==> src/hw/rtl/psched_pkg.sv <==
// ============================================================================
// psched_pkg: shared types, widths and control store for the priority scheduler
// Holds field widths, the control word layout and the sequencer program.
// ============================================================================
package psched_pkg;

  localparam int MAX_JOBS_DEF = 16;

  localparam int ARR_W      = 16;
  localparam int BURST_W    = 12;
  localparam int PRIO_W     = 8;
  localparam int JOB_W      = ARR_W + BURST_W + PRIO_W;
  localparam int NUM_W      = 5;
  localparam int TIME_W     = 20;
  localparam int SUM_W      = 24;
  localparam int IN_DATA_W  = 40;
  localparam int OUT_DATA_W = 120;
  localparam int OUT_PAD_W  = OUT_DATA_W - (NUM_W + 3 * TIME_W + 2 * SUM_W);
  localparam int STEP_W     = 4;

  // Datapath operations, one per control word
  typedef enum logic [3:0] {
    OP_IDLE,
    OP_SCAN_INIT,
    OP_SCAN,
    OP_RUN,
    OP_TAT,
    OP_SUM,
    OP_WSUM,
    OP_OUT_INIT,
    OP_OUT_LOAD,
    OP_EMIT,
    OP_CLEAR
  } op_e;

  // Jump conditions
  typedef enum logic [2:0] {
    COND_NEXT,
    COND_ALWAYS,
    COND_NO_START,
    COND_SCAN_MORE,
    COND_NOT_FOUND,
    COND_LEFT_MORE,
    COND_OUT_MORE
  } cond_e;

  typedef logic [STEP_W-1:0] step_t;

  localparam step_t ST_IDLE      = 4'd0;
  localparam step_t ST_SCAN_INIT = 4'd1;
  localparam step_t ST_SCAN      = 4'd2;
  localparam step_t ST_RUN       = 4'd3;
  localparam step_t ST_TAT       = 4'd4;
  localparam step_t ST_SUM       = 4'd5;
  localparam step_t ST_WSUM      = 4'd6;
  localparam step_t ST_OUT_INIT  = 4'd7;
  localparam step_t ST_OUT_LOAD  = 4'd8;
  localparam step_t ST_EMIT      = 4'd9;
  localparam step_t ST_CLEAR     = 4'd10;

  typedef struct packed {
    op_e   op;
    cond_e cond;
    logic  hold_out;  // stall this step while the output register is full and not being taken
    step_t target;
  } ctrl_t;

  typedef struct packed {
    logic start;
    logic scan_more;
    logic not_found;
    logic left_more;
    logic out_more;
  } stat_t;

  typedef struct packed {
    logic [NUM_W-1:0]  job_number;
    logic [TIME_W-1:0] finish_time;
    logic [TIME_W-1:0] turnaround_time;
    logic [TIME_W-1:0] waiting_time;
    logic [SUM_W-1:0]  total_turnaround;
    logic [SUM_W-1:0]  total_waiting;
    logic              overflow;
    logic              last_result;
  } result_t;

  // Sequencer program
  function automatic ctrl_t ucode_rom(input step_t step);
    ctrl_t w;
    case (step)
      ST_IDLE:      w = '{OP_IDLE,      COND_NO_START,  1'b0, ST_IDLE};
      ST_SCAN_INIT: w = '{OP_SCAN_INIT, COND_NEXT,      1'b0, ST_IDLE};
      ST_SCAN:      w = '{OP_SCAN,      COND_SCAN_MORE, 1'b0, ST_SCAN};
      ST_RUN:       w = '{OP_RUN,       COND_NOT_FOUND, 1'b0, ST_SCAN_INIT};
      ST_TAT:       w = '{OP_TAT,       COND_NEXT,      1'b0, ST_IDLE};
      ST_SUM:       w = '{OP_SUM,       COND_NEXT,      1'b0, ST_IDLE};
      ST_WSUM:      w = '{OP_WSUM,      COND_LEFT_MORE, 1'b0, ST_SCAN_INIT};
      ST_OUT_INIT:  w = '{OP_OUT_INIT,  COND_NEXT,      1'b0, ST_IDLE};
      ST_OUT_LOAD:  w = '{OP_OUT_LOAD,  COND_NEXT,      1'b0, ST_IDLE};
      ST_EMIT:      w = '{OP_EMIT,      COND_OUT_MORE,  1'b1, ST_OUT_LOAD};
      ST_CLEAR:     w = '{OP_CLEAR,     COND_ALWAYS,    1'b0, ST_IDLE};
      default:      w = '{OP_CLEAR,     COND_ALWAYS,    1'b0, ST_IDLE};
    endcase
    return w;
  endfunction

endpackage

==> src/hw/rtl/priority_nonpreemptive_scheduler.sv <==
// Scheduling: after the marked last job the set is scheduled round by round,
// with an extra round for each idle gap; the results are then streamed out.
// Each round scans the job RAM one entry per cycle.
// Throughput: one job loaded per cycle while idle; no job is taken during a set.
// Reset: asynchronous, active low; clears counts, time, sums, flags and the
// sequencer. Job and finish RAMs are not cleared.
// ============================================================================
// priority_nonpreemptive_scheduler: non-preemptive priority job scheduler
// Loads a job set, schedules it with a microcoded sequencer, streams results.
// ============================================================================
module priority_nonpreemptive_scheduler
  import psched_pkg::*;
#(
  parameter int MaxJobs = MAX_JOBS_DEF
) (
  input  logic                  clk_i,
  input  logic                  rst_ni,
  input  logic                  s_axis_tvalid_i,
  output logic                  s_axis_tready_o,
  // arrival_time[15:0], burst_time[27:16], priority_level[35:28], zero pad
  input  logic [IN_DATA_W-1:0]  s_axis_tdata_i,
  input  logic                  s_axis_tlast_i,   // last_job
  output logic                  m_axis_tvalid_o,
  input  logic                  m_axis_tready_i,
  // job_number[4:0], finish_time[24:5], turnaround_time[44:25],
  // waiting_time[64:45], total_turnaround[88:65], total_waiting[112:89], zero pad
  output logic [OUT_DATA_W-1:0] m_axis_tdata_o,
  output logic                  m_axis_tuser_o,   // overflow
  output logic                  m_axis_tlast_o    // last_result
);

  ctrl_t   ctrl;
  stat_t   stat;
  logic    out_busy;
  logic    emit;
  result_t result;
  logic    out_valid_q;
  result_t out_res_q;

  assign out_busy = out_valid_q && !m_axis_tready_i;

  psched_seq u_seq (
    .clk_i     (clk_i),
    .rst_ni    (rst_ni),
    .stat_i    (stat),
    .out_busy_i(out_busy),
    .ctrl_o    (ctrl)
  );

  psched_dp #(.MaxJobs(MaxJobs)) u_dp (
    .clk_i       (clk_i),
    .rst_ni      (rst_ni),
    .ctrl_i      (ctrl),
    .in_valid_i  (s_axis_tvalid_i),
    .in_ready_o  (s_axis_tready_o),
    .in_arrival_i(s_axis_tdata_i[ARR_W-1:0]),
    .in_burst_i  (s_axis_tdata_i[ARR_W +: BURST_W]),
    .in_prio_i   (s_axis_tdata_i[ARR_W+BURST_W +: PRIO_W]),
    .in_last_i   (s_axis_tlast_i),
    .out_busy_i  (out_busy),
    .stat_o      (stat),
    .emit_o      (emit),
    .result_o    (result)
  );

  // Output register: load on emit, drop once taken
  always_ff @(posedge clk_i or negedge rst_ni) begin
    if (!rst_ni) begin
      out_valid_q <= 1'b0;
    end else if (emit) begin
      out_valid_q <= 1'b1;
    end else if (m_axis_tready_i) begin
      out_valid_q <= 1'b0;
    end
  end

  always_ff @(posedge clk_i) begin
    if (emit) begin
      out_res_q <= result;
    end
  end

  assign m_axis_tvalid_o = out_valid_q;
  assign m_axis_tdata_o  = {OUT_PAD_W'(0), out_res_q.total_waiting,
                            out_res_q.total_turnaround, out_res_q.waiting_time,
                            out_res_q.turnaround_time, out_res_q.finish_time,
                            out_res_q.job_number};
  assign m_axis_tuser_o  = out_res_q.overflow;
  assign m_axis_tlast_o  = out_res_q.last_result;

  // Loading and result draining never overlap
  a_no_emit_while_loading: assert property (@(posedge clk_i) disable iff (!rst_ni)
    s_axis_tready_o |-> !emit)
    else $error("result emitted while jobs are being loaded");

  // A set stays closed to new jobs until its final result is loaded
  a_closed_during_drain: assert property (@(posedge clk_i) disable iff (!rst_ni)
    (m_axis_tvalid_o && m_axis_tready_i && !m_axis_tlast_o) |-> !s_axis_tready_o)
    else $error("input opened before the final result");

  // Totals only appear on the final result
  a_totals_on_last: assert property (@(posedge clk_i) disable iff (!rst_ni)
    (m_axis_tvalid_o && !m_axis_tlast_o) |->
      (out_res_q.total_turnaround == '0 && out_res_q.total_waiting == '0))
    else $error("totals on a result that is not the last");

  // Waiting time never exceeds turnaround time
  a_wait_le_tat: assert property (@(posedge clk_i) disable iff (!rst_ni)
    m_axis_tvalid_o |-> (out_res_q.waiting_time <= out_res_q.turnaround_time))
    else $error("waiting time above turnaround time");

endmodule

==> src/hw/rtl/psched_ram.sv <==
// ============================================================================
// psched_ram: generic single-port-write, single-port-read RAM
// One write and one registered read per cycle.
// ============================================================================
module psched_ram #(
  parameter int Width = 8,
  parameter int Depth = 16
) (
  input  logic                     clk_i,
  input  logic                     we_i,
  input  logic [$clog2(Depth)-1:0] waddr_i,
  input  logic [Width-1:0]         wdata_i,
  input  logic [$clog2(Depth)-1:0] raddr_i,
  output logic [Width-1:0]         rdata_o
);

  logic [Width-1:0] mem_q [Depth];
  logic [Width-1:0] rdata_q;

  // Write and registered read
  always_ff @(posedge clk_i) begin
    if (we_i) begin
      mem_q[waddr_i] <= wdata_i;
    end
    rdata_q <= mem_q[raddr_i];
  end

  assign rdata_o = rdata_q;

endmodule

==> src/hw/rtl/psched_seq.sv <==
// ============================================================================
// psched_seq: microcode sequencer
// Step counter over the control store with conditional jumps.
// ============================================================================
module psched_seq
  import psched_pkg::*;
(
  input  logic  clk_i,
  input  logic  rst_ni,
  input  stat_t stat_i,
  input  logic  out_busy_i,
  output ctrl_t ctrl_o
);

  step_t upc_q, upc_d;
  ctrl_t ctrl;
  logic  take;

  assign ctrl = ucode_rom(upc_q);

  // Evaluate the jump condition of the current word
  always_comb begin
    case (ctrl.cond)
      COND_NEXT:      take = 1'b0;
      COND_ALWAYS:    take = 1'b1;
      COND_NO_START:  take = !stat_i.start;
      COND_SCAN_MORE: take = stat_i.scan_more;
      COND_NOT_FOUND: take = stat_i.not_found;
      COND_LEFT_MORE: take = stat_i.left_more;
      COND_OUT_MORE:  take = stat_i.out_more;
      default:        take = 1'b0;
    endcase
  end

  // Hold, jump or advance
  always_comb begin
    if (ctrl.hold_out && out_busy_i) begin
      upc_d = upc_q;
    end else if (take) begin
      upc_d = ctrl.target;
    end else begin
      upc_d = upc_q + step_t'(1);
    end
  end

  always_ff @(posedge clk_i or negedge rst_ni) begin
    if (!rst_ni) begin
      upc_q <= ST_IDLE;
    end else begin
      upc_q <= upc_d;
    end
  end

  assign ctrl_o = ctrl;

endmodule

==> src/hw/rtl/psched_dp.sv <==
// ============================================================================
// psched_dp: scheduler datapath
// Job and finish stores, scan registers, time and sums, driven by control words.
// ============================================================================
module psched_dp
  import psched_pkg::*;
#(
  parameter int MaxJobs = MAX_JOBS_DEF
) (
  input  logic               clk_i,
  input  logic               rst_ni,
  input  ctrl_t              ctrl_i,
  input  logic               in_valid_i,
  output logic               in_ready_o,
  input  logic [ARR_W-1:0]   in_arrival_i,
  input  logic [BURST_W-1:0] in_burst_i,
  input  logic [PRIO_W-1:0]  in_prio_i,
  input  logic               in_last_i,
  input  logic               out_busy_i,
  output stat_t              stat_o,
  output logic               emit_o,
  output result_t            result_o
);

  localparam int IW = $clog2(MaxJobs);
  localparam int CW = $clog2(MaxJobs + 1);

  // Control registers
  logic [CW-1:0]      count_q, count_d;
  logic [CW-1:0]      left_q, left_d;
  logic [CW-1:0]      scan_q, scan_d;
  logic [IW-1:0]      eval_q, eval_d;
  logic [CW-1:0]      k_q, k_d;
  logic [TIME_W-1:0]  time_q, time_d;
  logic [SUM_W-1:0]   tsum_q, tsum_d;
  logic [SUM_W-1:0]   wsum_q, wsum_d;
  logic               ovf_q, ovf_d;
  logic               found_q, found_d;
  logic               any_q, any_d;
  logic [MaxJobs-1:0] done_q, done_d;

  // Payload registers
  logic [ARR_W-1:0]   earliest_q, earliest_d;
  logic [PRIO_W-1:0]  best_q, best_d;
  logic [IW-1:0]      pick_q, pick_d;
  logic [ARR_W-1:0]   pick_arr_q, pick_arr_d;
  logic [BURST_W-1:0] pick_burst_q, pick_burst_d;
  logic [TIME_W-1:0]  tat_q, tat_d;
  logic [TIME_W-1:0]  wt_q, wt_d;
  logic [TIME_W-1:0]  fin_q, fin_d;

  // Store ports
  logic               job_we;
  logic [JOB_W-1:0]   job_wdata, job_rdata;
  logic               fin_we;
  logic [IW-1:0]      raddr;
  logic [TIME_W-1:0]  fin_rdata;
  logic [ARR_W-1:0]   rd_arr;
  logic [BURST_W-1:0] rd_burst;
  logic [PRIO_W-1:0]  rd_prio;
  logic [BURST_W-1:0] in_burst_fix;

  logic               in_fire;
  logic [TIME_W:0]    time_sum;
  logic [TIME_W-1:0]  time_sat;
  logic [SUM_W:0]     tsum_sum, wsum_sum;
  logic [CW-1:0]      kn;
  logic               is_last;

  assign in_ready_o   = (ctrl_i.op == OP_IDLE);
  assign in_fire      = in_valid_i && in_ready_o;
  assign in_burst_fix = (in_burst_i == '0) ? BURST_W'(1) : in_burst_i;
  assign job_wdata    = {in_prio_i, in_burst_fix, in_arrival_i};

  assign rd_arr   = job_rdata[ARR_W-1:0];
  assign rd_burst = job_rdata[ARR_W +: BURST_W];
  assign rd_prio  = job_rdata[ARR_W+BURST_W +: PRIO_W];

  // Saturating time and sum adders
  assign time_sum = {1'b0, time_q} + (TIME_W+1)'(pick_burst_q);
  assign time_sat = time_sum[TIME_W] ? '1 : time_sum[TIME_W-1:0];
  assign tsum_sum = {1'b0, tsum_q} + (SUM_W+1)'(tat_q);
  assign wsum_sum = {1'b0, wsum_q} + (SUM_W+1)'(wt_q);

  assign kn      = k_q + CW'(1);
  assign is_last = (kn == count_q);

  psched_ram #(.Width(JOB_W), .Depth(MaxJobs)) u_job_ram (
    .clk_i  (clk_i),
    .we_i   (job_we),
    .waddr_i(count_q[IW-1:0]),
    .wdata_i(job_wdata),
    .raddr_i(raddr),
    .rdata_o(job_rdata)
  );

  psched_ram #(.Width(TIME_W), .Depth(MaxJobs)) u_fin_ram (
    .clk_i  (clk_i),
    .we_i   (fin_we),
    .waddr_i(pick_q),
    .wdata_i(time_sat),
    .raddr_i(raddr),
    .rdata_o(fin_rdata)
  );

  // Execute the current control word
  always_comb begin
    count_d      = count_q;
    left_d       = left_q;
    scan_d       = scan_q;
    eval_d       = eval_q;
    k_d          = k_q;
    time_d       = time_q;
    tsum_d       = tsum_q;
    wsum_d       = wsum_q;
    ovf_d        = ovf_q;
    found_d      = found_q;
    any_d        = any_q;
    done_d       = done_q;
    earliest_d   = earliest_q;
    best_d       = best_q;
    pick_d       = pick_q;
    pick_arr_d   = pick_arr_q;
    pick_burst_d = pick_burst_q;
    tat_d        = tat_q;
    wt_d         = wt_q;
    fin_d        = fin_q;
    job_we       = 1'b0;
    fin_we       = 1'b0;
    raddr        = '0;
    case (ctrl_i.op)
      OP_IDLE: begin
        // store the job, or drop it once the table is full
        if (in_fire) begin
          if (count_q < CW'(MaxJobs)) begin
            job_we                   = 1'b1;
            done_d[count_q[IW-1:0]]  = 1'b0;
            count_d                  = count_q + CW'(1);
          end else begin
            ovf_d = 1'b1;
          end
        end
        left_d = count_d;
      end
      OP_SCAN_INIT: begin
        raddr   = '0;
        scan_d  = CW'(1);
        eval_d  = '0;
        found_d = 1'b0;
        any_d   = 1'b0;
      end
      OP_SCAN: begin
        // judge the entry read last cycle, fetch the next one
        raddr  = scan_q[IW-1:0];
        eval_d = scan_q[IW-1:0];
        scan_d = scan_q + CW'(1);
        if (!done_q[eval_q]) begin
          if (!any_q || (rd_arr < earliest_q)) begin
            earliest_d = rd_arr;
          end
          any_d = 1'b1;
          if ((TIME_W'(rd_arr) <= time_q) && (!found_q || (rd_prio > best_q))) begin
            found_d      = 1'b1;
            best_d       = rd_prio;
            pick_d       = eval_q;
            pick_arr_d   = rd_arr;
            pick_burst_d = rd_burst;
          end
        end
      end
      OP_RUN: begin
        // run the picked job to completion, or jump to the next arrival
        if (found_q) begin
          time_d         = time_sat;
          fin_we         = 1'b1;
          done_d[pick_q] = 1'b1;
        end else begin
          time_d = TIME_W'(earliest_q);
        end
      end
      OP_TAT: begin
        tat_d = time_q - TIME_W'(pick_arr_q);
      end
      OP_SUM: begin
        tsum_d = tsum_sum[SUM_W] ? '1 : tsum_sum[SUM_W-1:0];
        wt_d   = tat_q - TIME_W'(pick_burst_q);
      end
      OP_WSUM: begin
        wsum_d = wsum_sum[SUM_W] ? '1 : wsum_sum[SUM_W-1:0];
        left_d = left_q - CW'(1);
      end
      OP_OUT_INIT: begin
        raddr = '0;
        k_d   = '0;
      end
      OP_OUT_LOAD: begin
        raddr        = k_q[IW-1:0];
        tat_d        = fin_rdata - TIME_W'(rd_arr);
        fin_d        = fin_rdata;
        pick_burst_d = rd_burst;
      end
      OP_EMIT: begin
        raddr = kn[IW-1:0];
        if (!out_busy_i) begin
          k_d = kn;
        end
      end
      OP_CLEAR: begin
        count_d = '0;
        time_d  = '0;
        tsum_d  = '0;
        wsum_d  = '0;
        ovf_d   = 1'b0;
        done_d  = '0;
      end
      default: begin
        raddr = '0;
      end
    endcase
  end

  always_ff @(posedge clk_i or negedge rst_ni) begin
    if (!rst_ni) begin
      count_q <= '0;
      left_q  <= '0;
      scan_q  <= '0;
      eval_q  <= '0;
      k_q     <= '0;
      time_q  <= '0;
      tsum_q  <= '0;
      wsum_q  <= '0;
      ovf_q   <= 1'b0;
      found_q <= 1'b0;
      any_q   <= 1'b0;
      done_q  <= '0;
    end else begin
      count_q <= count_d;
      left_q  <= left_d;
      scan_q  <= scan_d;
      eval_q  <= eval_d;
      k_q     <= k_d;
      time_q  <= time_d;
      tsum_q  <= tsum_d;
      wsum_q  <= wsum_d;
      ovf_q   <= ovf_d;
      found_q <= found_d;
      any_q   <= any_d;
      done_q  <= done_d;
    end
  end

  always_ff @(posedge clk_i) begin
    earliest_q   <= earliest_d;
    best_q       <= best_d;
    pick_q       <= pick_d;
    pick_arr_q   <= pick_arr_d;
    pick_burst_q <= pick_burst_d;
    tat_q        <= tat_d;
    wt_q         <= wt_d;
    fin_q        <= fin_d;
  end

  // Status back to the sequencer
  assign stat_o.start     = in_fire && in_last_i;
  assign stat_o.scan_more = ((CW'(eval_q) + CW'(1)) != count_q);
  assign stat_o.not_found = !found_q;
  assign stat_o.left_more = (left_q != CW'(1));
  assign stat_o.out_more  = !is_last;

  // Result for the output register
  assign emit_o                    = (ctrl_i.op == OP_EMIT) && !out_busy_i;
  assign result_o.job_number       = NUM_W'(kn);
  assign result_o.finish_time      = fin_q;
  assign result_o.turnaround_time  = tat_q;
  assign result_o.waiting_time     = tat_q - TIME_W'(pick_burst_q);
  assign result_o.total_turnaround = is_last ? tsum_q : '0;
  assign result_o.total_waiting    = is_last ? wsum_q : '0;
  assign result_o.overflow         = ovf_q;
  assign result_o.last_result      = is_last;

endmodule
==> config.mk <==
export PLATFORM = sky130hd
export DESIGN_NAME = priority_nonpreemptive_scheduler
export DESIGN_NICKNAME = d
export VERILOG_FILES = /design/src/hw/rtl/psched_pkg.sv /design/src/hw/rtl/priority_nonpreemptive_scheduler.sv /design/src/hw/rtl/psched_ram.sv /design/src/hw/rtl/psched_seq.sv /design/src/hw/rtl/psched_dp.sv
export SDC_FILE = /design/constraint.sdc
export NUM_CORES = 2
export LEC_CHECK = 0
export ABC_AREA = 1
export BUFFER_PORTS_ARGS = -buffer_cell sky130_fd_sc_hd__buf_4
export CAP_MARGIN = 20
export CELL_PAD_IN_SITES_DETAIL_PLACEMENT = 2
export CELL_PAD_IN_SITES_GLOBAL_PLACEMENT = 2
export CORE_UTILIZATION = 25
export DETAILED_ROUTE_END_ITERATION = 6
export PLACE_DENSITY = 0.6
export SYNTH_ARGS = -nofsm -noshare
export SYNTH_HDL_FRONTEND = slang
export SYNTH_SLANG_ARGS = --single-unit
==> constraint.sdc <==
create_clock -name clk_i -period 10.32 [get_ports clk_i]
set_clock_uncertainty 0.1 [all_clocks]
set_input_delay 0.516 -clock clk_i [delete_from_list [all_inputs] [get_ports clk_i]]
set_output_delay 0.516 -clock clk_i [all_outputs]
set_load 0.01 [all_outputs]
==> results.txt <==
Outcome -> finished, final reports clean
Worst hold slack -> 156 ps
Width of the die -> 486 microns
Antenna-violating nets left -> 0
Vias -> 42,500
Clock buffer depth -> 3
Combinational share of power -> 35.7%
Die Area -> 236,000 sq um
CTS root buf -> clkbuf_16
Endpoints failing hold -> 0
Fillers -> 25,500
Clock power share -> 27.1%
Tot GR Track Use -> 17.2%
Worst EP required -> 10,920 ps
Postcts setup bufs -> 0
Vias in the first global route -> 46,400
Clk_lat worst skew -> 800 ps
Layout cells sized above 1 -> 8.51%
Pre-Repair DR Iteration Count -> 5
Cells after Synth -> 5,750
Final Cell Area -> 68,800 sq um
PD cells -> 289 nW/um^2
WS Path Type -> flip-flop to flip-flop
Area grow syn2layout -> 17.3%
Cell Int Power -> 11,900 uW
TritonCTS clock tree -> done
Sequential area share after synthesis -> 64.6%
Cell Rows -> 177
Startpoint Class -> flip-flop
Ys async rst share -> 8.86%
MaxCap Viol Count -> 0
Slew headroom -> 24.7%
Worst vdd ir -> 0.169 mV
Nets -> 6,128
Placed cell area -> 63,400 sq um
Num CTS Buffers -> 154
# IOs -> 169
Crit path max fanout -> 156
Synth warn -> 0
Fmax -> 216 MHz
Dpl hpwl -> 125,000 microns
Mapped Area -> 58,600 sq um
P_sw -> 7980 uW
Post-synth top area share -> 57.7%
Post-synth cell types -> 56
Fin Setup TNS -> 0 ps
Top cells by area, synth -> edfxtp_1 (58%), nand2_1 (13%), dfrtp_1 (4.9%)
Most common flop cell mapped by yosys -> edfxtp_1
Final WL -> 204,000 microns
WP data arrival -> 5230 ps
Starting DRT DRC Count -> 2,072
H-tree depth -> 4
Initial antenna violation count -> 19
Seq cells post-synth -> 1,298
Initial Util -> 25.2%
Crit. End Element -> flip-flop
Overall power consumption -> 19,900 uW
Reg2Reg Depth -> 14
Worst hold path type -> input port to flip-flop
GRT overflow -> 0
Clock-pin slew on the worst setup and hold paths -> 60 ps
Residual DRC -> 0
Sequential power share -> 37.2%
Fin. max-slew vios -> 0
Port bufs -> 157
Pleak -> 0.0272 uW
Number of flops mapped to enable cells by yosys -> 1,127
Worst slew pin tran -> 1130 ps
Sw frac -> 40.1%
Top-count cell post-synth -> nand2_1
Drt wl/cell -> 22.2 microns
Placeable Area -> 233,000 sq um
Yosys top cell by area -> edfxtp_1
Post-CTS sizing -> 0
Top cells by count, synth -> nand2_1 (2,076), edfxtp_1 (1,127), nand3_1 (496)
Syn avg cell area -> 10.2 sq um
Tcrit/Tclk final -> 45.0%
Largest net degree at the start of global routing -> 181
Cell depth of the worst min-delay path -> 6
RSZ-0062 raised after global routing -> false
Die height -> 486 microns
GPL Wtd Cong -> 0.821
Via density -> 4.63
Global-route wire length before repair -> 303,000 microns
Minimum clock period -> 4640 ps
CTS Sinks -> 1,298
# setup viols final -> 0
[sequential cells by signal (all words and copies together) (netlist names), 20 cells and up]
name / cells
u_dp.tat_q: 20
u_dp.u_job_ram.mem_q: 576
m_axis_tdata_o: 113
u_dp.wt_q: 20
u_dp.tsum_q: 24
u_dp.u_fin_ram.rdata_o: 20
u_dp.wsum_q: 24
u_dp.u_fin_ram.mem_q: 320
u_dp.u_job_ram.rdata_o: 36
u_dp.time_q: 20
u_dp.fin_q: 20
[layout by cell type, fill, tap and decap left out, drive strengths merged, types with 4 or more instances in the layout]
cell and n:
nor4 12, inv 464, clkinvlp 6, conb 7
o21bai 7, ha 148, clkbuf 221, or2 9
o211ai 116, xnor2 24, dlygate4sd3 37, edfxtp 1127
xor2 38, a2bb2oi 8, dfxtp 56, a21oi 195
a31oi 10, clkinv 42, o22ai 6, a21o 4
fa 6, nand4 39, buf 225, o21ai 198
bufinv 8, a21boi 19, nor3 44, nand2 2080
nor2 268, nand3 498, dfrtp 115
[area by class of cell]
type	instances	area (sq um)	area share, %
flip-flops and latches	1298	37800	55.0
multi-input cells	3752	18100	26.3
clock buffers	221	4350	6.33
well taps	3132	3920	5.70
repair buffers	262	2230	3.24
inverters	461	1750	2.54
clock inverters	59	562	0.817
diodes	3	7.51	0.0109
[what timing repair did]
item	in CTS	in global routing
endpoints found under the hold margin	615	0
hold buffers	37	0
endpoints found under the setup margin	0	0
[power by group through the flow]
stage / Sequential (uW) / Combinational [uW] / Clock, uW
final: 7390 / 7100 / 5390
after global routing: 7450 / 8060 / 5730
after CTS: 7410 / 7270 / 5560
after detailed placement: 7520 / 7210 / 0
after global placement: 7500 / 7000 / 0
after floorplan: 7110 / 4700 / 0
[logic make-up (layout without fill, tap and decap cells)]
| family | count (synthesis) | in the layout | share of synthesized area, % |
|---|---|---|---|
| mux | 2 | 2 | 0.0342 |
| fa+ha+maj | 154 | 154 | 3.36 |
| buf+inv | 706 | 1003 | 4.95 |
| compound gates | 572 | 572 | 5.68 |
| simple gates | 2955 | 2955 | 20.5 |
| other cells | 1 | 10 | 0.00640 |
| flops | 1298 | 1298 | 64.6 |
| xor+xnor | 62 | 62 | 0.926 |
[worst max-delay path, cell delays in order (launching register included)]
cell and delay, ps:
dfrtp_1 590, inv_4 120, ha_1 290, nor2_4 150
buf_4 540, nand2_2 170, nand3_4 170, buf_12 450
buf_4 800, nand2_1 150, nand2_1 120, nand2_1 50
nand3_1 110, nand3_1 80, nand2_1 240
[final timing paths]
check	start	endpoint	slack (ps)
worst max register to register	u_seq.upc_q[1]	u_dp.u_job_ram.rdata_o[4]	5680
worst min-delay path	s_axis_tvalid_i	u_dp.count_q[0]	160
min in group asynchronous	rst_ni	u_dp.wsum_q[12]	220
worst max-delay path	u_seq.upc_q[1]	u_dp.u_job_ram.rdata_o[4]	5680
max in group asynchronous	rst_ni	u_dp.done_q[3]	8470
worst min register to register	u_dp.fin_q[4]	m_axis_tdata_o[9]	310
[per-stage QoR]
step	util (%)	instances	worst slack, ps
2_1_floorplan	-	5756	3620
3_3_place_gp	27.2	8863	5560
3_5_place_dp	27.2	8865	5540
4_1_cts	29.5	9182	5500
5_1_grt	29.5	9186	5290
6_report	29.6	9188	5680
[per-layer routing]
layer	vias to the layer above	track usage, %	share of wire (%)
met1	21900	22.1	45
met4	12	3.72	1.9
met2	571	30.6	50
li1	19800	-	-
met5	-	0	0.039
met3	268	2.36	3.0
No activity file was read; power rests on OpenSTA's default activity.
